**src/tdq_fifo.sv**
```systemverilog
// Tag FIFO with registered read of the head entry.
// Depends on nothing beyond its DEPTH parameter.
module tdq_fifo #(
  parameter int DEPTH = 16
) (
  input  logic        clk,
  input  logic        rst,
  input  logic        push,
  input  logic [15:0] push_tag,
  input  logic        pop,
  input  logic        clear,
  output logic        full,
  output logic        nonempty,
  output logic [15:0] head_tag
);
  localparam int PW = (DEPTH > 1) ? $clog2(DEPTH) : 1;
  localparam int CW = $clog2(DEPTH + 1);

  logic [15:0]   mem [DEPTH];
  logic [PW-1:0] head;
  logic [PW-1:0] tail;
  logic [CW-1:0] count;

  assign full     = count == CW'(DEPTH);
  assign nonempty = count != '0;

  function automatic logic [PW-1:0] wrap_inc(input logic [PW-1:0] p);
    return (p == PW'(DEPTH - 1)) ? '0 : p + 1'b1;
  endfunction

  always_ff @(posedge clk) begin
    if (rst) begin
      head  <= '0;
      tail  <= '0;
      count <= '0;
    end else if (clear) begin
      head  <= '0;
      tail  <= '0;
      count <= '0;
    end else begin
      if (push) tail <= wrap_inc(tail);
      if (pop)  head <= wrap_inc(head);
      if (push && !pop) count <= count + 1'b1;
      else if (pop && !push) count <= count - 1'b1;
    end
  end

  always_ff @(posedge clk) begin
    if (push) mem[tail] <= push_tag;
    head_tag <= mem[head];
  end

endmodule

```
**config.mk**
```make
export PLATFORM = sky130hd
export DESIGN_NAME = tdq_fifo
export DESIGN_NICKNAME = d
export VERILOG_FILES = /design/src/tdq_fifo.sv
export SDC_FILE = /design/constraint.sdc
export NUM_CORES = 1
export LEC_CHECK = 0
export ABC_AREA = 1
export BUFFER_PORTS_ARGS = -buffer_cell sky130_fd_sc_hd__buf_2
export CAP_MARGIN = 20
export CELL_PAD_IN_SITES_DETAIL_PLACEMENT = 1
export CELL_PAD_IN_SITES_GLOBAL_PLACEMENT = 1
export CORE_MARGIN = 3
export CORE_UTILIZATION = 32
export CTS_BUF_LIST = sky130_fd_sc_hd__clkbuf_2
export CTS_CLUSTER_DIAMETER = 150
export DETAILED_ROUTE_END_ITERATION = 10
export GPL_TIMING_DRIVEN = 0
export PLACE_DENSITY = 0.57
export SLEW_MARGIN = 20
export SYNTH_ARGS = -nofsm -noshare
export SYNTH_HDL_FRONTEND = slang
export SYNTH_SLANG_ARGS = --single-unit
```
**constraint.sdc**
```tcl
create_clock -name clk -period 2.65 [get_ports clk]
set_input_delay 0.3975 -clock clk [delete_from_list [all_inputs] [get_ports clk]]
set_output_delay 0.3975 -clock clk [all_outputs]
set_load 0.01 [all_outputs]
```
Yosys cells after proc, flatten, opt, wreduce, memory -nomap -nowiden
Memory sizes are Yosys's and may differ from the RTL's. A register that Yosys moved wholly into a read port is not among the register bits.
Index checks and enable logic that the tools add are counted.
Cells by class
  equality and inequality tests: 3
  mux-type cells: 6
  add/subtract/negate cells: 4
  reduce and logical (&&, ||, !) cells: 7
Operators by type and width (count)
  two-way mux 5 bit: 2
  adder 4 x 1 -> 4 bit (second input constant): 2
  equality test 4 bit (second input constant): 2
  two-way mux 4 bit: 2
  adder 5 x 1 -> 5 bit (second input constant): 1
  equality test 5 bit (second input constant): 1
  nonzero test 5 bit: 1
  subtractor 5 x 1 -> 5 bit (second input constant): 1
  logical AND 1 bit: 2
  zero test 1 bit: 2
  two-way mux 1 bit: 2
  nonzero test 2 bit: 1
  OR reduction 2 bit: 1
Word-level totals
  RAM bits: 256
  memories: 1
  logic and storage cells: 24
  flip-flop bits (word level): 13
Memory list
  mem: words 16, width 16, rd ports 1, clocked after memory_dff 1, write ports 1, line 19  | logic [15:0] mem [DEPTH];

Depth between registers and ports, before layout
Gate-level depths: netlist of run 1.
  depth in word-level cells: 4
  gate-level depth with buffers: 11

Worst setup path after synthesis of run 1
No wires, ideal clock.
  path type: register to register
  start point: reg tail[0]
  end point: mem mem[7][0], enable pin
  cell stages (with the launch flop): 4
  path buffers: 0
  slack: 0.403 ns
  arrival: 1.837 ns
  required time: 2.241 ns
  setup time: 0.409 ns
  cell sequence: dfxtp_1 > ha_1 > nand2_1 > nor3_1
RTL lines
  from (decl): line 21  | logic [PW-1:0] tail;
  from (signal assigned): line 41  | if (push) tail <= wrap_inc(tail);
  to (decl): line 19
Straight into the memory's write port.

Worst setup path in the final report of run 1
  start point: reg count[0]
  end point: out full
On the way
  longest elaborated chain between the ends: 1
Ends and longest elaborated chain
  from (decl): line 22  | logic [CW-1:0] count;
  from (signal assigned): line 43  | if (push && !pop) count <= count + 1'b1;
  from (signal assigned): line 44  | else if (pop && !push) count <= count - 1'b1;
  equality test 5 bit: line 24  | assign full = count == CW'(DEPTH);
  to (decl): line 12  | output logic full,
Every way passes these cells.

==> metrics.yaml, run 1 <==
outcome: "completed"
arrival_ns: 1.73
slew_headroom: 0.5339
drt-vias-per-instance: 4.389
coreArea_mm2: 0.03784
path_class: "reg2out"
syn_nets: 1270
syn_inst: 1239
hpwl_um: 23420
p_seq_frac: 0.576
synth_area_per_cell_um2: 9.944
wl_met3_um: 1303
fp.dieW_um: 202.2
cpLargestDelayFamily: "flip-flops"
grt_max_degree: 18
portBuffers: 38
clkSlewWorstSetupHoldPaths_ns: 0.10
numCtsBuffers: 80
ir_drop_mv: 0.2451
routed.top_layer: "met4"
worst_path_most_repeated_cell: "nor2_1"
cts_tree: "built"
io_pins: 39
synth_area_leaders: "edfxtp_1 (62%), nand2_1 (12%), inv_1 (7.8%)"
wirelength_um: 34250
synth.distinct_cells: 25
overflow: 0
syn_area_mm2: 0.01232
hold_ws_ns: 0.2368
first_pass_iters: 7
gp_congestion: 0.7940
path_buf_inv: 1
hold_viol: 0
drv_slew: 0
drt_iter0_drc: 415
hold_start: "clear"
p_clk_frac: 0.358
start_util: 0.3256
cts_root_buf: "clkbuf_2"
final_cells: 1969
drv_cap: 0
yosys_warnings: 0
ant_nets: 0
rsz0062_at_grt: "false"
worstSetupStartpoint: "count[0]"
ctsHoldBuffers: 20
area_growth_syn_to_layout_pct: 15.88
yosys.area.top_type_share: 0.6239
grt_pass1_vias: 9062
worst_clock_skew_ns: 0.05025
crit_path_top_delay_cell: "dfxtp_1"
post-route-period-util: 0.8044
drc: 0
p_comb_frac: 0.065
dieHeight_um: 202.2
cts_setup_buffers: 0
nFillCells: 4415
sw_frac_of_total: 0.2623
reg2reg_from: "tail[0]"
power.switching_mw: 2.258
intPower_mw: 6.349
period_needed_ns: 2.132
post_cts_resized: 0
max_stage_delay_ns: 0.37
powerDensity_mw_per_mm2: 602.8
path_cells: "nor2_1 -> nand3_1 -> nor2_1 -> buf_2"
cp_max_fo: 4
via_count: 8641
dp_cells: 1801
hp-class: "in2reg"
p_leak_nw: 6.461
die_area_mm2: 0.04089
setup_ws_ns: 0.5184
setup_viol: 0
worstSkewPairLatency_ns: 0.92
grt_antenna_before_repair: 3
seq_area_frac_synth: 0.6711
dr_wl_met2_um: 16310
cts.sinks: 285
cts_buffer_depth: 3
grtUsageTotal: 0.1702
ys_ff_latch: 285
num_rows: 71
register_area_mm2: 0.008268
end_kind: "output pin"
synth_top_area_cell: "edfxtp_1"
max_freq_mhz: 469.1
cts_htree_levels: 3
drive_gt1_frac: 0.1692
final_nets: 1423
critPathLaunchType: "flop"
fin_util: 0.3773
worstMarginPinSlew_ns: 0.6975
wire_per_inst_um: 17.40
multiInputGateArea_mm2: 0.002835
cp.required_ns: 2.25
dp_slack_ns: 0.5498
wl_met1_um: 15890
grt_first_pass_wirelength_um: 52070
-- power by group through the flow --
stage	sequential (mW)	combinational, mW	clock, mW
after floorplan	5.08	0.269	0
after global placement	5.06	0.534	0
after detailed placement	5.07	0.552	0
after CTS	4.96	0.577	3.22
after global routing	4.97	0.634	3.46
final	4.96	0.563	3.08
-- path summary, 6_finish.rpt --
kind | slack, ns | cells past startpoint | end
max reg2reg | 0.70 | 5 | mem[7][5]
min reg2reg | 0.55 | 2 | head[3]
min | 0.24 | 4 | head[3]
max | 0.52 | 4 | full
-- area by class of cell --
type / instances / share of cell area
Inverter: 261 / 0.06862
Multi-Input combinational cell: 641 / 0.1986
Clock buffer: 124 / 0.04347
Clock inverter: 20 / 0.005346
Antenna cell: 4 / 0.0007011
Buffer: 52 / 0.02103
Sequential cell: 285 / 0.5791
Tap cell: 511 / 0.04478
Timing Repair Buffer: 71 / 0.03838
-- cell families (layout without fill, tap and decap cells) --
family | count (synthesis) | count (layout) | share of synthesized area
flops | 285 | 285 | 0.6711
simple gates | 612 | 612 | 0.2052
fa+ha+maj | 10 | 10 | 0.01076
buf+inv | 313 | 528 | 0.1039
other cells | 0 | 4 | 0
compound gates | 17 | 17 | 0.007616
xor+xnor | 2 | 2 | 0.001422
-- per-layer routing --
metal / GRT usage / up-vias
met2: 0.2840 / 147
li1: - / 4271
met1: 0.2245 / 4163
met3: 0.03447 / 60
met5: 0 / -
met4: 0.05271 / 0
-- stage by stage --
stage	setup TNS [ns]	instance area [µm²]	total power, mW
final	0	14280	8.607
after global routing	0	14270	9.058
after CTS	0	14270	8.764
after detailed placement	0	13370	5.618
after global placement	-30.79	13150	5.598
after floorplan	0	12320	5.347
-- flip-flops by register name (all words and copies together) (netlist names) --
name and cells:
head_tag 16, mem 256, head 4, tail 4
count 5
-- synth_stat cells --
cell	instances
nand2_1	407
edfxtp_1	256
inv_1	255
nand3_1	169
dfxtp_1	29
nor2_1	28
buf_2	27
buf_4	15
a21oi_1	12
ha_1	9
clkbuf_1	7
nor3_1	4
clkinv_1	3
inv_2	3
a211oi_1	2
buf_6	2
or2_2	2
xor2_1	2
buf_1	1
fa_1	1
nand4_1	1
nor2_4	1
o2111ai_1	1
o21ai_0	1
o21ai_1	1
-- cell usage in the layout (no fill, tap or decap), drive strengths merged --
cell type	instances
o2111ai	1
nor3	4
a21oi	12
a211oi	2
clkbuf	131
nand4	1
diode	4
edfxtp	256
buf	96
dfxtp	29
ha	9
o21ai	2
nand3	169
inv	262
nand2	407
fa	1
xor2	2
clkinv	19
dlygate4sd3	20
or2	2
nor2	29
-- worst reg2reg max path: stages, from the launching register on --
cell and delay [ns]:
dfxtp_1 0.45, ha_1 0.23, nand2_1 0.23, nor3_2 0.29, buf_4 0.25, buf_4 0.22
(Power assumes the default switching activity.)
==> run 2: changes to the inputs <==
==> constraint.sdc (replaced) <==
create_clock -name clk -period 2.05 [get_ports clk]
set_input_delay 0.3075 -clock clk [delete_from_list [all_inputs] [get_ports clk]]
set_output_delay 0.3075 -clock clk [all_outputs]
set_load 0.01 [all_outputs]
==> metrics.yaml, run 2 (synthesis gave the netlist of run 1 again) <==
drv_slew: 0
ant_nets: 0
largest_reg_flops: 256
register_area_mm2: 0.008275
drc: 0
max_stage_delay_ns: 0.58
hpwl_um: 23740
critPathLaunchType: "flop"
area_growth_syn_to_layout_pct: 16.50
p_leak_nw: 6.510
fp.dieW_um: 202.2
final_common_cell: "nand2_1"
wire_per_inst_um: 17.72
coreArea_mm2: 0.03784
crit_path_top_delay_cell: "nor2_2"
power.switching_mw: 2.924
clkSlewWorstSetupHoldPaths_ns: 0.10
post-route-period-util: 0.9476
reg2reg_from: "tail[1]"
arrival_ns: 2.51
overflow: 0
p_comb_frac: 0.065
timing.rr.end: "mem[13][0]"
grt_use_met1: 0.2191
grt_antenna_before_repair: 2
cpLargestDelayFamily: "simple AND/OR/NAND/NOR gates"
worstMarginPinSlew_ns: 0.7009
met2_usage: 0.2939
p_seq_frac: 0.567
hold_start: "clear"
die_area_mm2: 0.04089
final_nets: 1425
dp_slack_ns: 0.03028
numCtsBuffers: 79
ff2ff_path_depth: 5
path_buf_inv: 2
gp_congestion: 0.7587
sw_frac_of_total: 0.2583
rsz0062_at_grt: "true"
grt_max_degree: 17
drt-vias-per-instance: 4.439
fin_area_mm2: 0.01435
cts_root_buf: "clkbuf_2"
drv_cap: 0
final_cells: 1967
hp-class: "in2reg"
reg_top3: "mem: 256 flops, head_tag: 16 flops, count: 5 flops"
num_rows: 71
nFillCells: 4435
grt_pass1_vias: 9179
cp.required_ns: 2.62
cp_max_fo: 11
drt_iter0_drc: 385
grt_first_pass_wirelength_um: 52940
multiInputGateArea_mm2: 0.002846
io_pins: 39
via_count: 8731
path_cells: "inv_1 -> ha_1 -> nand2_1 -> nor2_2 -> buf_6"
max_freq_mhz: 514.8
most-common-layout-cells: "nand2_1 (407), edfxtp_1 (256), inv_1 (254)"
p_clk_frac: 0.368
path_class: "reg2reg"
post_dp_cell_area_mm2: 0.01339
start_util: 0.3256
busiest_layer: "met2"
wirelength_um: 34860
portBuffers: 38
hold_viol: 0
setup_viol: 0
first_pass_iters: 5
top_register: "mem"
cts.sinks: 285
rrSetupSlack_ns: 0.11
drive_gt1_frac: 0.1794
fin_util: 0.3793
met3_usage: 0.03785
setup_ws_ns: 0.1075
dp_cells: 1802
period_needed_ns: 1.943
grtUsageTotal: 0.1729
dieHeight_um: 202.2
hold_ws_ns: 0.1426
powerDensity_mw_per_mm2: 788.4
cts_tree: "built"
hold_path_depth: 4
ir_drop_mv: 0.3602
end_kind: "flop"
slew_headroom: 0.5327
cts_buffer_depth: 3
tns_ns: 0
worst_clock_skew_ns: 0.05916
power_mw: 11.32
worstSkewPairLatency_ns: 0.91
outcome: "completed"
hold_end: "head[1]"
intPower_mw: 8.393
cts_htree_levels: 3
## run 2: changes by cell type in the layout (fill, tap and decap cells not counted), sizes merged
cell    delta
inv        -2
diode      -3
bufinv     +1
clkbuf     +8
buf        +2
clkinv     -8
## run 2: routing by layer
layer	vias to the layer above	share of wire
met1	4235	0.45
met2	169	0.48
met5	-	0.00032
li1	4262	-
met4	2	0.022
met3	63	0.043
## run 2: power by group through the flow
stage	sequential, mW	clock [mW]	combinational [mW]
global route	6.42	4.69	0.829
finish	6.41	4.16	0.740
detailed placement	6.55	0	0.713
floorplan	6.56	0	0.348
global placement	6.55	0	0.693
CTS	6.41	4.38	0.756
## run 2: worst max path at each step
stage | start | endpoint | slack [ns] | cells past startpoint
after CTS | count[1] | full | 0.01 | 4
after global routing | count[1] | full | -0.04 | 4
after floorplan | tail[0] | mem[15][0] | 0.20 | 3
after detailed placement | pop | count[4] | 0.03 | 10
final | tail[1] | mem[13][0] | 0.11 | 5
after global placement | push | mem[4][3] | -0.71 | 4
## run 2: tightest hold or removal path: cells and delay by family
kind	cells	cell delay [ns]
buffers and inverters	2	0.51
and+or+nand+nor	1	0.10
AOI/OAI and AO/OA	1	0.09
## run 2: area by class of cell
class / count / area share
buffer: 52 / 0.02101
clock inverter: 11 / 0.004707
sequential: 285 / 0.5765
multi-input combinational: 641 / 0.1983
inverter: 261 / 0.06825
timing repair buffer: 74 / 0.04079
antenna: 1 / 0.0001743
tap: 511 / 0.04454
clock buffer: 131 / 0.04568
## run 2: timing repair
action                                  in CTS  in global routing
hold buffers                                20                  0
hold endpoints to repair                   268                  0
pin swaps                                    1                  0
setup buffers                                2                  0
gates resized for setup                      7                  3
gates cloned                                 0                  0
endpoints found under the setup margin       2                  2
==> run 3: changes to the inputs <==
--- a/config.mk
+++ b/config.mk
@@ -5,11 +5,10 @@
 export SDC_FILE = /design/constraint.sdc
 export NUM_CORES = 1
 export LEC_CHECK = 0
-export ABC_AREA = 1
 export BUFFER_PORTS_ARGS = -buffer_cell sky130_fd_sc_hd__buf_2
 export CAP_MARGIN = 20
-export CELL_PAD_IN_SITES_DETAIL_PLACEMENT = 1
-export CELL_PAD_IN_SITES_GLOBAL_PLACEMENT = 1
+export CELL_PAD_IN_SITES_DETAIL_PLACEMENT = 0
+export CELL_PAD_IN_SITES_GLOBAL_PLACEMENT = 2
 export CORE_MARGIN = 3
 export CORE_UTILIZATION = 32
 export CTS_BUF_LIST = sky130_fd_sc_hd__clkbuf_2
==> metrics.yaml, run 3 <==
synth_area_per_cell_um2: 20.96
fp.dieW_um: 189.8
max_freq_mhz: 496.8
synth_edf_count: 256
hpwl_um: 14240
hold_viol: 0
yosysMostFrequentCell: "edfxtp_1"
outcome: "completed"
cts_tree: "built"
synth-main-ff-cell: "edfxtp_1"
overflow: 0
drv_slew: 0
power_mw: 11.09
grt_max_degree: 20
drt_iter0_drc: 255
start_util: 0.3282
cts_root_buf: "clkbuf_2"
most-common-layout-cells: "edfxtp_1 (256), clkbuf_2 (107), mux4_2 (64)"
nFillCells: 3065
async_flop_share: 0
dieHeight_um: 189.8
wirelength_um: 24700
via_count: 5412
ant_nets: 0
slew_headroom: 0.4810
num_rows: 66
cp_max_fo: 4
reg_top3: "mem: 256 flops, head_tag: 16 flops, count: 5 flops"
critPathLaunchType: "flop"
coreArea_mm2: 0.03295
top_register: "mem"
wire_per_inst_um: 21.38
first_pass_iters: 4
cts_buffer_depth: 3
die_area_mm2: 0.03603
drv_cap: 0
syn_nets: 547
clkSlewWorstSetupHoldPaths_ns: 0.10
synth.distinct_cells: 38
setup_viol: 0
cp.required_ns: 1.74
cts_htree_levels: 3
cts.sinks: 285
worst_clock_skew_ns: 0.09281
grt_pass1_vias: 6009
ir_drop_mv: 0.3680
area_growth_syn_to_layout_pct: 16.56
rrSetupSlack_ns: 0.11
seq_area_frac_synth: 0.7646
worstSkewPairLatency_ns: 0.85
end_kind: "output pin"
io_pins: 39
synth_top_area_cell: "edfxtp_1"
post-route-period-util: 0.9820
final_nets: 684
gp_congestion: 0.7477
path_class: "reg2out"
grt_first_pass_wirelength_um: 36760
final_common_cell: "edfxtp_1"
p_leak_nw: 4.216
grt_antenna_before_repair: 1
arrival_ns: 1.71
yosys_warnings: 0
synth_area_leaders: "edfxtp_1 (71%), mux4_2 (13%), dfxtp_1 (5.4%)"
grtUsageTotal: 0.1408
period_needed_ns: 2.013
worstMarginPinSlew_ns: 0.7785
drc: 0
numCtsBuffers: 75
yosys.area.top_type_share: 0.7109
tns_ns: 0
powerDensity_mw_per_mm2: 880.1
portBuffers: 38
syn_area_mm2: 0.01081
syn_inst: 516
ys_ff_latch: 285
hp-class: "in2reg"
drt-vias-per-instance: 4.686
fin_util: 0.3825
drive_gt1_frac: 0.3638
netlist_top_cells_count: "edfxtp_1 (256), mux4_2 (64), dfxtp_1 (29), a22oi_1 (27), nand2_1 (23)"
rsz0062_at_grt: "true"
largest_reg_flops: 256
run 3: cell types whose count changed in the layout (fill, tap and decap cells not counted), moves of 8 or more:
cell,previous run,this run
nand2_1,407,23
buf_6,10,2
clkbuf_2,132,107
mux4_2,0,64
nor2_2,14,0
nand3_1,168,6
buf_2,65,43
clkinv_1,11,22
a22oi_1,0,27
inv_1,254,4
and2_2,0,16
buf_4,17,3
run 3: cells by family after synthesis:
group,after synthesis,synth area share
compound gates,48,0.03425
buf+inv,30,0.01643
flops,285,0.7646
mux,67,0.1361
xor+xnor,4,0.003241
simple gates,72,0.03310
fa+ha+maj,10,0.01227
run 3: what timing repair did:
| action | CTS | global route |
|---|---|---|
| endpoints found under the setup margin | 127 | 8 |
| resized for setup | 17 | 5 |
| buffers inserted | 0 | 1 |
| hold buffers | 22 | 0 |
| endpoints found under the hold margin | 266 | 0 |
run 3: critical path, stage by stage, from the launching register on:
cell	delay [ns]
dfxtp_2	0.37
nor4_4	0.28
and2_1	0.16
buf_2	0.12
run 3: per-stage QoR:
step	worst slack [ns]	std cells	area [µm²]	hold WS [ns]
floorplan	0.3621	516	10810	0.4064
global placement	-0.4335	996	11560	0.5142
detailed placement	-0.4214	996	11570	0.5331
CTS	-0.1263	1153	12580	0.2557
global route	-0.1193	1155	12600	0.2861
finish	0.03698	1155	12600	0.3749
run 3: final cells by class:
type,instances,area (µm²),area share
Tap cell,442,553.0,0.04388
Clock inverter,31,231.5,0.01837
Antenna cell,1,2.502,0.0001986
Buffer,25,182.7,0.01449
Inverter,4,15.01,0.001191
Clock buffer,105,525.5,0.04170
Sequential cell,285,8273,0.6564
Timing Repair Buffer,61,417.9,0.03316
Multi-Input combinational cell,201,2402,0.1906
run 3: report_power, final:
| group | internal, mW | switching (mW) | total (mW) |
|---|---|---|---|
| sequential | 6.38 | 0.0236 | 6.40 |
| combinational | 0.220 | 0.268 | 0.488 |
| clock | 1.90 | 2.30 | 4.20 |
run 3: path summary, 6_finish.rpt:
kind         startpoint           to  depth (start not counted)
max            count[1]         full                          3
min                 rst     count[3]                          5
max reg2reg     tail[2]  mem[15][14]                          3
min reg2reg     head[3]      head[3]                          2
run 3: routing by layer:
layer	vias to the layer above	GRT usage	routed length [µm]
met4	0	0.06312	700
li1	2452	-	-
met3	49	0.03151	1051
met1	2771	0.1793	10740
met2	140	0.2315	12210
met5	-	0	0
