$ cat config.mk
export PLATFORM = sky130hd
export DESIGN_NAME = tdq_cell
export DESIGN_NICKNAME = d
export VERILOG_FILES = /design/src/tdq_pkg.sv /design/src/tdq_cell.sv
export SDC_FILE = /design/constraint.sdc
export NUM_CORES = 1
export LEC_CHECK = 0
export BUFFER_PORTS_ARGS = -buffer_cell sky130_fd_sc_hd__buf_2
export CELL_PAD_IN_SITES_DETAIL_PLACEMENT = 0
export CELL_PAD_IN_SITES_GLOBAL_PLACEMENT = 1
export CORE_MARGIN = 2
export CORE_UTILIZATION = 40
export CTS_BUF_LIST = sky130_fd_sc_hd__clkbuf_2
export CTS_CLUSTER_DIAMETER = 60
export DETAILED_ROUTE_END_ITERATION = 12
export PLACE_DENSITY_LB_ADDON = 0.1
export SYNTH_ARGS = -nofsm -noshare
export SYNTH_HDL_FRONTEND = slang
export SYNTH_SLANG_ARGS = --single-unit
$ cat constraint.sdc
create_clock -name clk -period 11 [get_ports clk]
set_input_delay 2.2 -clock clk [delete_from_list [all_inputs] [get_ports clk]]
set_output_delay 2.2 -clock clk [all_outputs]
set_load 0.1 [all_outputs]
$ cat src/tdq_pkg.sv
// Package for the timed two-priority dispatch queue.
// Holds payload structs, operation/status codes, the timer cell entry type and FSM states.
// No dependencies.
package tdq_pkg;

  localparam int IDX_W = 8;  // covers up to 256 timer cells

  typedef enum logic [2:0] {
    OP_PUSH  = 3'd0,
    OP_POP   = 3'd1,
    OP_PEEK  = 3'd2,
    OP_TICK  = 3'd3,
    OP_CLEAR = 3'd4
  } op_t;

  typedef enum logic [1:0] {
    STS_OK     = 2'd0,
    STS_NONE   = 2'd1,
    STS_FFULL  = 2'd2,
    STS_TFULL  = 2'd3
  } status_t;

  typedef enum logic [0:0] {
    ST_IDLE = 1'b0,
    ST_SCAN = 1'b1
  } state_t;

  typedef struct packed {
    logic [2:0]  operation;
    logic [15:0] tag;
    logic        priority_req;
    logic [15:0] delay;
  } req_t;

  typedef struct packed {
    logic [1:0]  status;
    logic [15:0] ready_tag;
    logic        ready_priority;
    logic        next_due_valid;
    logic [31:0] next_due_time;
  } rsp_t;

  // Timer entry, also the candidate that travels down the cell chain.
  typedef struct packed {
    logic             valid;
    logic [IDX_W-1:0] idx;
    logic [31:0]      due;
    logic [31:0]      seq;
    logic [15:0]      tag;
    logic             prio;
  } cand_t;

  typedef struct packed {
    logic             load;
    logic             clear_all;
    logic             drop;
    logic [IDX_W-1:0] drop_idx;
  } cell_ctl_t;

endpackage

$ cat src/tdq_cell.sv
// One timer cell: holds one timed entry and forwards the earlier of its own
// entry and the incoming candidate, registered. Depends on tdq_pkg.
module tdq_cell (
  input  logic                      clk,
  input  logic                      rst,
  input  logic [tdq_pkg::IDX_W-1:0] cell_index,
  input  logic [31:0]               now,
  input  tdq_pkg::cell_ctl_t        ctl,
  input  tdq_pkg::cand_t            load_data,
  input  tdq_pkg::cand_t            cand_in,
  output tdq_pkg::cand_t            cand_out,
  output logic                      valid
);
  import tdq_pkg::*;

  cand_t       entry;
  cand_t       own;
  logic [31:0] ka;
  logic [31:0] kb;
  logic [31:0] seq_diff;
  logic        own_first;

  always_comb begin
    own       = entry;
    own.valid = valid;
    own.idx   = cell_index;
    ka        = (entry.due - now) ^ 32'h8000_0000;
    kb        = (cand_in.due - now) ^ 32'h8000_0000;
    seq_diff  = entry.seq - cand_in.seq;
    if (!valid) begin
      own_first = 1'b0;
    end else if (!cand_in.valid) begin
      own_first = 1'b1;
    end else if (ka != kb) begin
      own_first = ka < kb;
    end else begin
      own_first = seq_diff[31];
    end
  end

  always_ff @(posedge clk) begin
    if (rst) begin
      valid    <= 1'b0;
      cand_out <= '0;
    end else begin
      cand_out <= own_first ? own : cand_in;
      if (ctl.clear_all || (ctl.drop && ctl.drop_idx == cell_index)) begin
        valid <= 1'b0;
      end else if (ctl.load) begin
        valid <= 1'b1;
      end
    end
  end

  always_ff @(posedge clk) begin
    if (ctl.load) begin
      entry <= load_data;
    end
  end

endmodule

* Word-level counts from Yosys, hierarchy flattened
Index checks and enable logic that the tools add are counted.
** Operators by class
- Add/subtract/negate cells :: 3
- Reductions and logical operators :: 3
- Muxes and demuxes :: 4
- Equality and inequality tests :: 2
- Bitwise logic cells :: 2
- Magnitude comparators :: 1
** Operator list (count)
- subtractor 32 bit :: 3
- 2-to-1 mux 90 bit :: 1
- < comparator 32 bit :: 1
- != test 32 bit :: 1
- equality test 8 bit :: 1
- 2-to-1 mux 1 bit :: 3
- NOT 1 bit :: 2
- OR reduction 2 bit :: 1
- logical AND 1 bit :: 1
- logical OR 1 bit :: 1
** Storage, ports and cells
- Bits of input ports :: 233
- Logic and storage cells :: 26
- Flip-flop bits (word level) :: 172

* Logic depth before layout (Yosys ltp)
Gate-level depths: netlist (run 1).
- Depth in word-level cells :: 7
- Depth in mapped cells :: 26
- Gate-level depth less buffers :: 23

* Worst setup path after synthesis (run 1)
OpenSTA, ideal clock, no wires.
- Path kind :: in2reg
- From :: in now[12]
- To :: reg cand_out[10] in the netlist's numbering
- Slack :: 4019 ps
- Path buffers :: 4
- Stages :: 24
- Arrival :: 6853 ps
- Required time :: 10872 ps
- Path through :: inv_1 ha_1 clkbuf_1 a21oi_1 o31ai_1 a221o_1 a22o_1 a211oi_1 a21oi_1 a31oi_1 o21ai_1 xnor2_1 ha_1 nand4_1 or4_1 or4_1 nor3_2 nand3_1 o221ai_2 buf_4 buf_8 buf_8 mux2i_1 nor2_1
** Between the ends
- Longest elaborated chain between the ends :: 7
** Ends and longest elaborated chain
- start: declaration :: line tdq_cell.sv:7 : input logic [31:0] now,
- subtractor 32 bit, on equally long branches :: line tdq_cell.sv:27, tdq_cell.sv:28
- NOT 1 bit (no line)
- < comparator 32 bit or != test 32 bit (tied branches) :: line tdq_cell.sv:35, tdq_cell.sv:34
- 2-to-1 mux 1 bit * :: line tdq_cell.sv:34 : end else if (ka != kb) begin
- 2-to-1 mux 1 bit * :: line tdq_cell.sv:32 : end else if (!cand_in.valid) begin
- 2-to-1 mux 1 bit * :: line tdq_cell.sv:30 : if (!valid) begin
- 2-to-1 mux 90 bit * :: line tdq_cell.sv:46 : cand_out <= own_first ? own : cand_in;
- end signal: assignment :: line tdq_cell.sv:46
- end: declaration :: line tdq_cell.sv:11 : output tdq_pkg::cand_t cand_out,
Mark *: on every way between the ends. The rest lies on a longest branch, timed or not.
A chain may end at the register's enable or synchronous reset.

* Final worst setup path (run 1)
- From :: in now[8]
- To :: reg cand_out[60] in the netlist's numbering
Same word-level chain as after synthesis.

==> reports/results.tsv, run 1 <==
stage	metric	value	unit
detailed_routing	ANT nets after route	0	
power_and_ir_drop	total power	1830	uW
sta	Max transition margin	32.8	%
status	outcome	completed	
finish	layout cells sized above 1	26.6	%
sta	fin. max-slew vios	0	
grt	first-pass GRT wire length	43000	um
die	row count	58	
clocking	Clock Path Buffers	2	
sta	tightest hold margin	518	ps
detailed_routing	drt wl/cell	16.7	um
sta	fmax	0.129	GHz
power_and_ir_drop	worst-case vdd ir drop	92.8	uV
clocking	Clk Latency, worst-skew pair	830	ps
synth	register area share after synthesis	41.5	%
die	die span in x	164	um
synth	Net Count, Synth	1370	
setup_path	R2R depth	23	
detailed_routing	final WL	27900	um
placed_design	input/output buffers	314	
hold_path	HP Class	register to register	
power_and_ir_drop	sequential group share of total power	40.5	%
power_and_ir_drop	Combinational Power Share	37.5	%
power_and_ir_drop	Net Switching	769	uW
setup_path	CP max stage cell	a2111oi_0	
detailed_routing	First-pass DRT Iterations	5	
sta	Tightest Pin Transition	982	ps
grt	pin count of the biggest net entering global routing	63	
setup_path	CP max FO	27	
detailed_routing	residual DRC count	0	
setup_path	critical path class	primary input to register	
sta	endpoints failing hold	0	
placed_design	Final HPWL DP	21900	um
finish	area grow syn2layout	21.8	%
synth	Mapped Area	10200	sq um
die	I/O pin count	324	
clocking	CTS sink cnt	172	
run	Max-Cap Viols	0	
setup_path	Critical Path Start	now[8]	
power_and_ir_drop	Switching Share	41.9	%
synth	Gate Count Post-Synth	1012	
setup_path	flop2flop setup slack	4590	ps
sta	setup tns final	0	ps
synth	Async S/R FF share, synth	0	%
clocking	htree depth	4	
synth	Main synth FF type	dfxtp_1	
detailed_routing	Iter 0 DRT Violations	343	
clocking	total CTS buffers	17	
grt	GRT overflow	0	
clocking	# hold bufs at CTS	0	
sta	Tmin final	7760	ps
finish	non-filler instance count after layout	1674	
finish	layout filler cell count	2454	
die	Core Box Area	25200	sq um
power_and_ir_drop	PwrDens	147	nW/um^2
sta	RSZ-0062 raised after global routing	false	
synth	Synth cell types	54	
finish	most frequent cells in the layout	312 x buf_2, 123 x ha_1, 120 x nor2_1	
die	DIE HEIGHT	164	um
setup_path	worst reg2reg path startpoint	entry[49]	
power_and_ir_drop	P_int	1060	uW
clocking	post-cts resize count	0	
finish	fin nets	1682	
placed_design	GPL Wtd Cong	0.830	
finish	commonest non-fill, non-tap cell in the layout	buf_2	
die	Initial Utilization	40.7	%
clocking	clock tree from TritonCTS	built	
grt	vias in the first global route	8386	
synth	FF+latch count, synth	172	
detailed_routing	via count	8380	
grt	initial antenna violation count	8	
setup_path	startpoint class of the critical path	primary input	
setup_path	WP data required	11690	ps
synth	number of flops mapped to enable cells by yosys	81	
detailed_routing	DR vias/cell	5.01	
clocking	clock root buffer	clkbuf_2	
setup_path	max incr delay on CP	920	ps
clocking	Setup Fix Bufs, Post-CTS	0	
placed_design	placed cell count	1635	
grt	gr usage total	20.7	%
setup_path	end of the critical path	cand_out[60]	
setup_path	CP endpoint kind	register	
setup_path	Reg-to-Reg End	cand_out[60]	
synth	Mean Syn Cell Area	10.1	sq um
sta	final setup vio count	0	
die	die area	26900	sq um
synth	Ys Warns	0	
power_and_ir_drop	Clk pwr share	22.0	%
setup_path	crit-path cells	buf_2, inv_1, ha_1, and4_1, and3_1, o221ai_1, a2111oi_0, a211oi_1, a21oi_1, a31oi_1, o21ai_1, xnor2_1, ha_1, nand4_1, or4_1, or4_1, nor3_2, nand3_1, o221ai_4, buf_4, mux2i_1, nor2_1	
power_and_ir_drop	P_leak	0.00596	uW
clocking	Reg clk slew, reported paths	320	ps
sta	clk_skew	106	ps
sta	Final period util	70.6	%
setup_path	Critical Path AT	8450	ps
[power groups by stage]
stage | Combinational [uW] | Sequential (uW) | Clock, uW
finish | 688 | 742 | 403
global placement | 689 | 754 | 0
CTS | 694 | 743 | 421
global route | 761 | 749 | 440
floorplan | 341 | 935 | 0
detailed placement | 690 | 756 | 0
[state kept, by name, indices dropped and copies added, names as in the netlist]
signal / cells
valid: 1
entry: 81
cand_out: 90
[worst min path at each step]
stage               slack (ps)            to      start  cells past startpoint
finish                     520  cand_out[11]  entry[11]                      2
global route               540   cand_out[6]   entry[6]                      2
CTS                        520   cand_out[6]   entry[6]                      2
detailed placement         470   cand_out[0]   entry[0]                      2
global placement           460  cand_out[10]  entry[10]                      2
floorplan                  460   cand_out[0]   entry[0]                      2
[routing by layer]
layer	wire, um	GRT usage, %
met5	32	0
met4	223	4.23
met3	2130	6.39
met2	13300	35.0
met1	12200	26.1
[cell families after synthesis]
kind of cell / after synthesis / share of synthesized area (%)
muxes: 89 / 8.70
buffers and inverters: 104 / 4.32
AOI/OAI and AO/OA: 226 / 14.1
adders and majority gates: 125 / 15.4
xor gates and xnor gates: 64 / 5.47
DFF: 172 / 41.5
and+or+nand+nor: 232 / 10.4
[Yosys cell counts (3+ instances only)]
master       n  area [sq um]
a211o_1      4          35.0
a211oi_1    10          75.1
a21o_1      39           293
a21oi_1     77           385
a31oi_1      6          37.5
and3_1       5          31.3
and4_1       3          26.3
buf_4        8          60.1
clkbuf_1    15          56.3
dfxtp_1     91          1820
edfxtp_1    81          2430
ha_1       123          1540
inv_1       79           297
mux2i_1     89           891
nand2_1     30           113
nand2b_1     8          50.1
nand3_1     16          80.1
nand4_1     18           113
nor2_1     120           450
nor2b_1      9          56.3
nor3_1       5          25.0
nor4_1       5          31.3
o2111ai_1    3          26.3
o211ai_1     4          30.0
o21a_1      14           105
o21ai_0     34           170
o21bai_1     8          60.1
o311ai_0     4          35.0
o31ai_1      4          30.0
or2_2        3          18.8
or3_1        3          18.8
or4_1        3          22.5
xnor2_1     34           298
xor2_1      30           263
[per-stage QoR]
stage | instance area (sq um) | util (%) | worst slack, ps
floorplan | 10200 | - | 4020
global placement | 12100 | 48.2 | 2310
detailed placement | 12100 | 48.2 | 2280
CTS | 12500 | 49.5 | 3170
global route | 12500 | 49.5 | 2960
finish | 12500 | 49.5 | 3240
[critical path: cells and delay by family]
kind | cells | cell delay [ps]
XOR/XNOR | 1 | 100
adder cells (fa/ha/maj) | 2 | 670
AND/OR/NAND/NOR | 8 | 2080
buffers and inverters | 3 | 650
AO/OA/AOI/OAI | 7 | 2380
multiplexers | 1 | 330
[area by class of cell]
| cell class | instances | area, sq um | area share (%) |
|---|---|---|---|
| Multi-Input combinational cell | 736 | 5560 | 44.5 |
| Sequential cell | 172 | 4250 | 34.1 |
| Timing Repair Buffer | 318 | 1620 | 13.0 |
| Tap cell | 330 | 413 | 3.31 |
| Inverter | 79 | 297 | 2.38 |
| Clock inverter | 15 | 235 | 1.89 |
| Clock buffer | 17 | 85.1 | 0.682 |
| Antenna cell | 7 | 17.5 | 0.140 |
No activity file was read; power rests on OpenSTA's default activity.
==> run 2, diff against run 1 <==
- CORE_UTILIZATION: 40 -> 36
- clock period: 11 -> 6.27 ns (I/O delays scaled with it)
==> run 2 against run 1 <==
Net effect: sequential share of layout area decreased by 3.4 points; hold slack improved by 6.7 ps; global-route usage decreased by 0.47 points; count of clock-buffer cells in the layout unchanged; cell count increased by 13%; flip-flop and latch count unchanged; via count increased by 7.5%; register-to-register slack got worse by 4200 ps; combinational power increased by 100%; sequential power increased by 75%; non-clock buffer count increased by 169; core utilization increased by 0.12 points; highest routed layer unchanged.
==> reports/results.tsv, run 2 (synthesis results as in run 1) <==
stage	metric	value	unit
grt	vias in the first global route	9012	
power_and_ir_drop	PwrDens	236	nW/um^2
finish	Storage cell area	4250	sq um
setup_path	WP data required	6970	ps
grt	gr usage total	20.2	%
finish	layout cells sized above 1	35.4	%
setup_path	CP max FO	12	
sta	final setup vio count	0	
placed_design	input/output buffers	314	
detailed_routing	drt wl/cell	16.0	um
finish	max reg flops	90	
grt	GRT overflow	0	
sta	Final period util	95.5	%
sta	Tightest Pin Transition	1090	ps
sta	endpoints failing hold	0	
die	DIE HEIGHT	173	um
clocking	htree depth	4	
detailed_routing	ANT nets after route	0	
sta	Max transition margin	27.6	%
hold_path	HP Class	register to register	
status	outcome	completed	
clocking	# hold bufs at CTS	0	
finish	area grow syn2layout	35.5	%
sta	fin. max-slew vios	0	
clocking	Clk Latency, worst-skew pair	870	ps
setup_path	CP max stage cell	or4_4	
clocking	clock tree from TritonCTS	built	
clocking	Clock Path Buffers	2	
run	Max-Cap Viols	0	
sta	Tmin final	5990	ps
die	row count	61	
detailed_routing	Iter 0 DRT Violations	390	
setup_path	Critical Path AT	6690	ps
die	Core Box Area	27900	sq um
finish	cell area after layout	13900	sq um
detailed_routing	met3 wire len	2120	um
setup_path	max incr delay on CP	550	ps
clocking	total CTS buffers	17	
grt	first-pass GRT wire length	47100	um
detailed_routing	First-pass DRT Iterations	5	
setup_path	critical path's most frequent cell	a21oi_1	
detailed_routing	WL met1	13300	um
grt	initial antenna violation count	12	
detailed_routing	Top Layer Used	met5	
clocking	Reg clk slew, reported paths	270	ps
detailed_routing	met2 WL	14500	um
clocking	clock root buffer	clkbuf_2	
setup_path	startpoint class of the critical path	primary input	
finish	biggest regs	cand_out (90), entry (81), valid (1)	
placed_design	Final HPWL DP	24300	um
finish	fin nets	1851	
die	Initial Utilization	36.7	%
placed_design	Area after DPL	13500	sq um
placed_design	GPL Wtd Cong	0.898	
grt	pin count of the biggest net entering global routing	92	
die	die span in x	173	um
finish	most frequent cells in the layout	312 x buf_2, 166 x buf_4, 123 x ha_1	
detailed_routing	residual DRC count	0	
finish	commonest non-fill, non-tap cell in the layout	buf_2	
sta	clk_skew	55.5	ps
sta	setup tns final	0	ps
setup_path	buffers and inverters on the worst path	7	
setup_path	CP top delay family	compound AO/OA/AOI/OAI gates	
setup_path	flop2flop setup slack	350	ps
setup_path	critical path class	primary input to register	
finish	area of the multi-input gates	5610	sq um
sta	tightest hold margin	524	ps
die	I/O pin count	324	
clocking	CTS sink cnt	172	
setup_path	CP endpoint kind	register	
power_and_ir_drop	P_leak	0.00679	uW
finish	Top reg by flops	cand_out	
power_and_ir_drop	worst-case vdd ir drop	183	uV
detailed_routing	final WL	30200	um
detailed_routing	DR vias/cell	4.77	
finish	layout filler cell count	2735	
die	die area	29800	sq um
sta	fmax	0.167	GHz
detailed_routing	via count	9012	
## run 2: final timing paths
path,cells after the start,startpoint,end
setup / recovery,27,cand_in[49],cand_out[60]
hold / removal,2,entry[15],cand_out[15]
setup reg to reg,28,entry[49],cand_out[60]
hold reg to reg,2,entry[15],cand_out[15]
## run 2: worst min-delay path, stage by stage, from the launching register on
cell,delay [ps]
edfxtp_1,390
mux2i_1,60
nor2_1,70
## run 2: area by class of cell
| cell class | count | area share, % |
|---|---|---|
| Multi-Input combinational cell | 736 | 40.4 |
| Clock buffer | 17 | 0.613 |
| Timing Repair Buffer | 487 | 21.6 |
| Clock inverter | 15 | 1.06 |
| Inverter | 79 | 2.14 |
| Tap cell | 378 | 3.41 |
| Antenna cell | 7 | 0.126 |
| Sequential cell | 172 | 30.7 |
## run 2: power breakdown
part	switching (uW)	total, uW	internal (uW)
Combinational	842	1380	536
Clock	462	589	127
Sequential	34.8	1300	1270
## run 2: repair_timing
item | 4_1_cts | 5_1_grt
pin swaps | 0 | 3
endpoints found under the setup margin | 36 | 89
resized for setup | 0 | 13
setup buffers | 1 | 1
cloned | 0 | 1
## run 2: routing by layer
layer  GRT usage (%)  vias to the layer above
met5               0                        -
met3            6.73                       28
met2            34.4                      231
li1                -                     4624
met1            24.7                     4117
met4            4.91                       12
## run 2: per-stage QoR
stage	power, uW	worst slack (ps)	cells	utilization (%)
6_report	3270	279	1891	49.7
5_1_grt	3490	-15.7	1890	49.7
4_1_cts	3300	2.31	1882	49.3
3_5_place_dp	2700	-821	1849	48.4
3_3_place_gp	2690	-785	1849	48.4
2_1_floorplan	2240	235	1012	-
==> run 3, diff against run 2 <==
- CELL_PAD_IN_SITES_DETAIL_PLACEMENT: 0 -> 1
==> run 3 against run 2 <==
Net effect: non-clock buffer count is 1 higher; core utilization grew 0.26 points; sequential share of layout area is 0.16 points lower; maximum frequency is essentially flat; clock power is 17% higher; flip-flop and latch count did not move; hold slack worse by 15 ps; critical path depth is 1 higher; register-to-register slack got worse by 70 ps; clock skew shrank 14 ps; wire length increased by 8.8%; total power grew 3.7%.
==> reports/results.tsv, run 3 (synthesis results as in run 1) <==
stage	metric	value	unit
status	outcome	completed	
run	Max-Cap Viols	0	
power_and_ir_drop	Switching Share	40.5	%
finish	commonest non-fill, non-tap cell in the layout	buf_2	
clocking	Clk Latency, worst-skew pair	890	ps
finish	area of the multi-input gates	5620	sq um
setup_path	buffers and inverters on the worst path	8	
power_and_ir_drop	P_int	2020	uW
placed_design	Area after DPL	13500	sq um
setup_path	CP max stage cell	or4_4	
power_and_ir_drop	PwrDens	243	nW/um^2
finish	Storage cell area	4250	sq um
grt	first-pass GRT wire length	51800	um
power_and_ir_drop	P_leak	0.00683	uW
setup_path	critical path class	register to register	
detailed_routing	drt wl/cell	17.4	um
placed_design	Final HPWL DP	26700	um
setup_path	startpoint class of the critical path	register	
die	Core Box Area	27900	sq um
finish	biggest regs	cand_out (90), entry (81), valid (1)	
setup_path	WP data required	7000	ps
detailed_routing	final WL	32900	um
clocking	clock tree from TritonCTS	built	
die	Initial Utilization	36.7	%
die	die span in x	173	um
sta	Max transition margin	26.3	%
die	I/O pin count	324	
setup_path	CP endpoint kind	register	
detailed_routing	DR vias/cell	4.94	
sta	clk_skew	41.8	ps
placed_design	input/output buffers	314	
die	DIE HEIGHT	173	um
grt	initial antenna violation count	10	
finish	layout cells sized above 1	35.6	%
power_and_ir_drop	Clk pwr share	20.2	%
finish	fin nets	1852	
power_and_ir_drop	worst-case vdd ir drop	147	uV
clocking	htree depth	4	
clocking	Clock Path Buffers	2	
clocking	Reg clk slew, reported paths	300	ps
detailed_routing	via count	9347	
detailed_routing	ANT nets after route	0	
grt	gr usage total	22.1	%
die	die area	29800	sq um
power_and_ir_drop	Net Switching	1370	uW
sta	fin. max-slew vios	0	
power_and_ir_drop	Combinational Power Share	41.3	%
die	row count	61	
grt	GRT overflow	0	
grt	pin count of the biggest net entering global routing	92	
finish	cell area after layout	13900	sq um
finish	Top reg by flops	cand_out	
detailed_routing	residual DRC count	0	
detailed_routing	Iter 0 DRT Violations	303	
sta	endpoints failing hold	0	
finish	max reg flops	90	
finish	final core occ	49.9	%
sta	final setup vio count	0	
finish	area grow syn2layout	36.2	%
sta	Tmin final	5990	ps
sta	fmax	0.167	GHz
placed_design	GPL Wtd Cong	0.898	
sta	Final period util	95.5	%
setup_path	CP top delay family	simple AND/OR/NAND/NOR gates	
clocking	CTS sink cnt	172	
grt	vias in the first global route	9950	
setup_path	Critical Path AT	6720	ps
detailed_routing	First-pass DRT Iterations	4	
clocking	total CTS buffers	17	
clocking	clock root buffer	clkbuf_2	
finish	most frequent cells in the layout	312 x buf_2, 167 x buf_4, 123 x ha_1	
setup_path	CP max FO	12	
setup_path	max incr delay on CP	550	ps
power_and_ir_drop	sequential group share of total power	38.5	%
sta	Tightest Pin Transition	1110	ps
hold_path	HP Class	primary input to register	
finish	layout filler cell count	3358	
## run 3: power groups by stage
stage,logic (uW),clock network (uW),registers (uW)
2_1_floorplan,598,0,1640
3_3_place_gp,1360,0,1330
3_5_place_dp,1390,0,1330
4_1_cts,1400,710,1310
5_1_grt,1540,759,1320
6_report,1400,687,1310
## run 3: path summary, 6_finish.rpt
check / from / end / slack (ps) / cells past startpoint
max: entry[49] / cand_out[60] / 280 / 28
min: load_data[3] / entry[3] / 510 / 1
max reg2reg: entry[49] / cand_out[60] / 280 / 28
min reg2reg: entry[7] / cand_out[7] / 530 / 2
## run 3: metrics by stage
stage                     power (uW)  instances  hold slack (ps)  setup TNS [ps]  setup slack (ps)
final                           3390       1893              509               0               283
after global routing            3610       1891              368           -16.6             -13.8
after CTS                       3420       1881              423               0              22.8
after detailed placement        2720       1849              475          -67970              -825
after global placement          2690       1849              460          -65560              -785
after floorplan                 2240       1012              456               0               235
## run 3: metal layers
layer	GRT usage (%)	vias to the layer above	routed length, um	part of all wire [%]
met5	0	-	46	0.14
met4	6.11	8	701	2.1
met3	6.57	50	2100	6.4
met2	39.2	229	16300	50
met1	25.8	4426	13800	42
li1	-	4634	-	-
## run 3: final cells by class
| type | instances | area share, % |
|---|---|---|
| multi-input cells | 736 | 40.3 |
| flip-flops and latches | 172 | 30.5 |
| repair buffers | 488 | 21.5 |
| well taps | 378 | 3.39 |
| inverters | 79 | 2.13 |
| clock inverters | 15 | 1.43 |
| clock buffers | 17 | 0.610 |
| diodes | 8 | 0.144 |
## run 3: what timing repair did
item | 4_1_cts | 5_1_grt
pin swaps | 0 | 5
setup buffers | 0 | 3
cloned | 0 | 1
gates resized for setup | 1 | 14
endpoints found under the setup margin | 13 | 89
hold buffers | 0 | 0
## run 3: worst reg2reg max path: cells and delay by family, from the launching register on
family,cells,cell delay [ps]
AO/OA/AOI/OAI,8,1640
AND/OR/NAND/NOR,7,1660
multiplexers,1,210
flip-flops,1,460
XOR/XNOR,1,130
adder cells (fa/ha/maj),3,700
buffers and inverters,8,1080
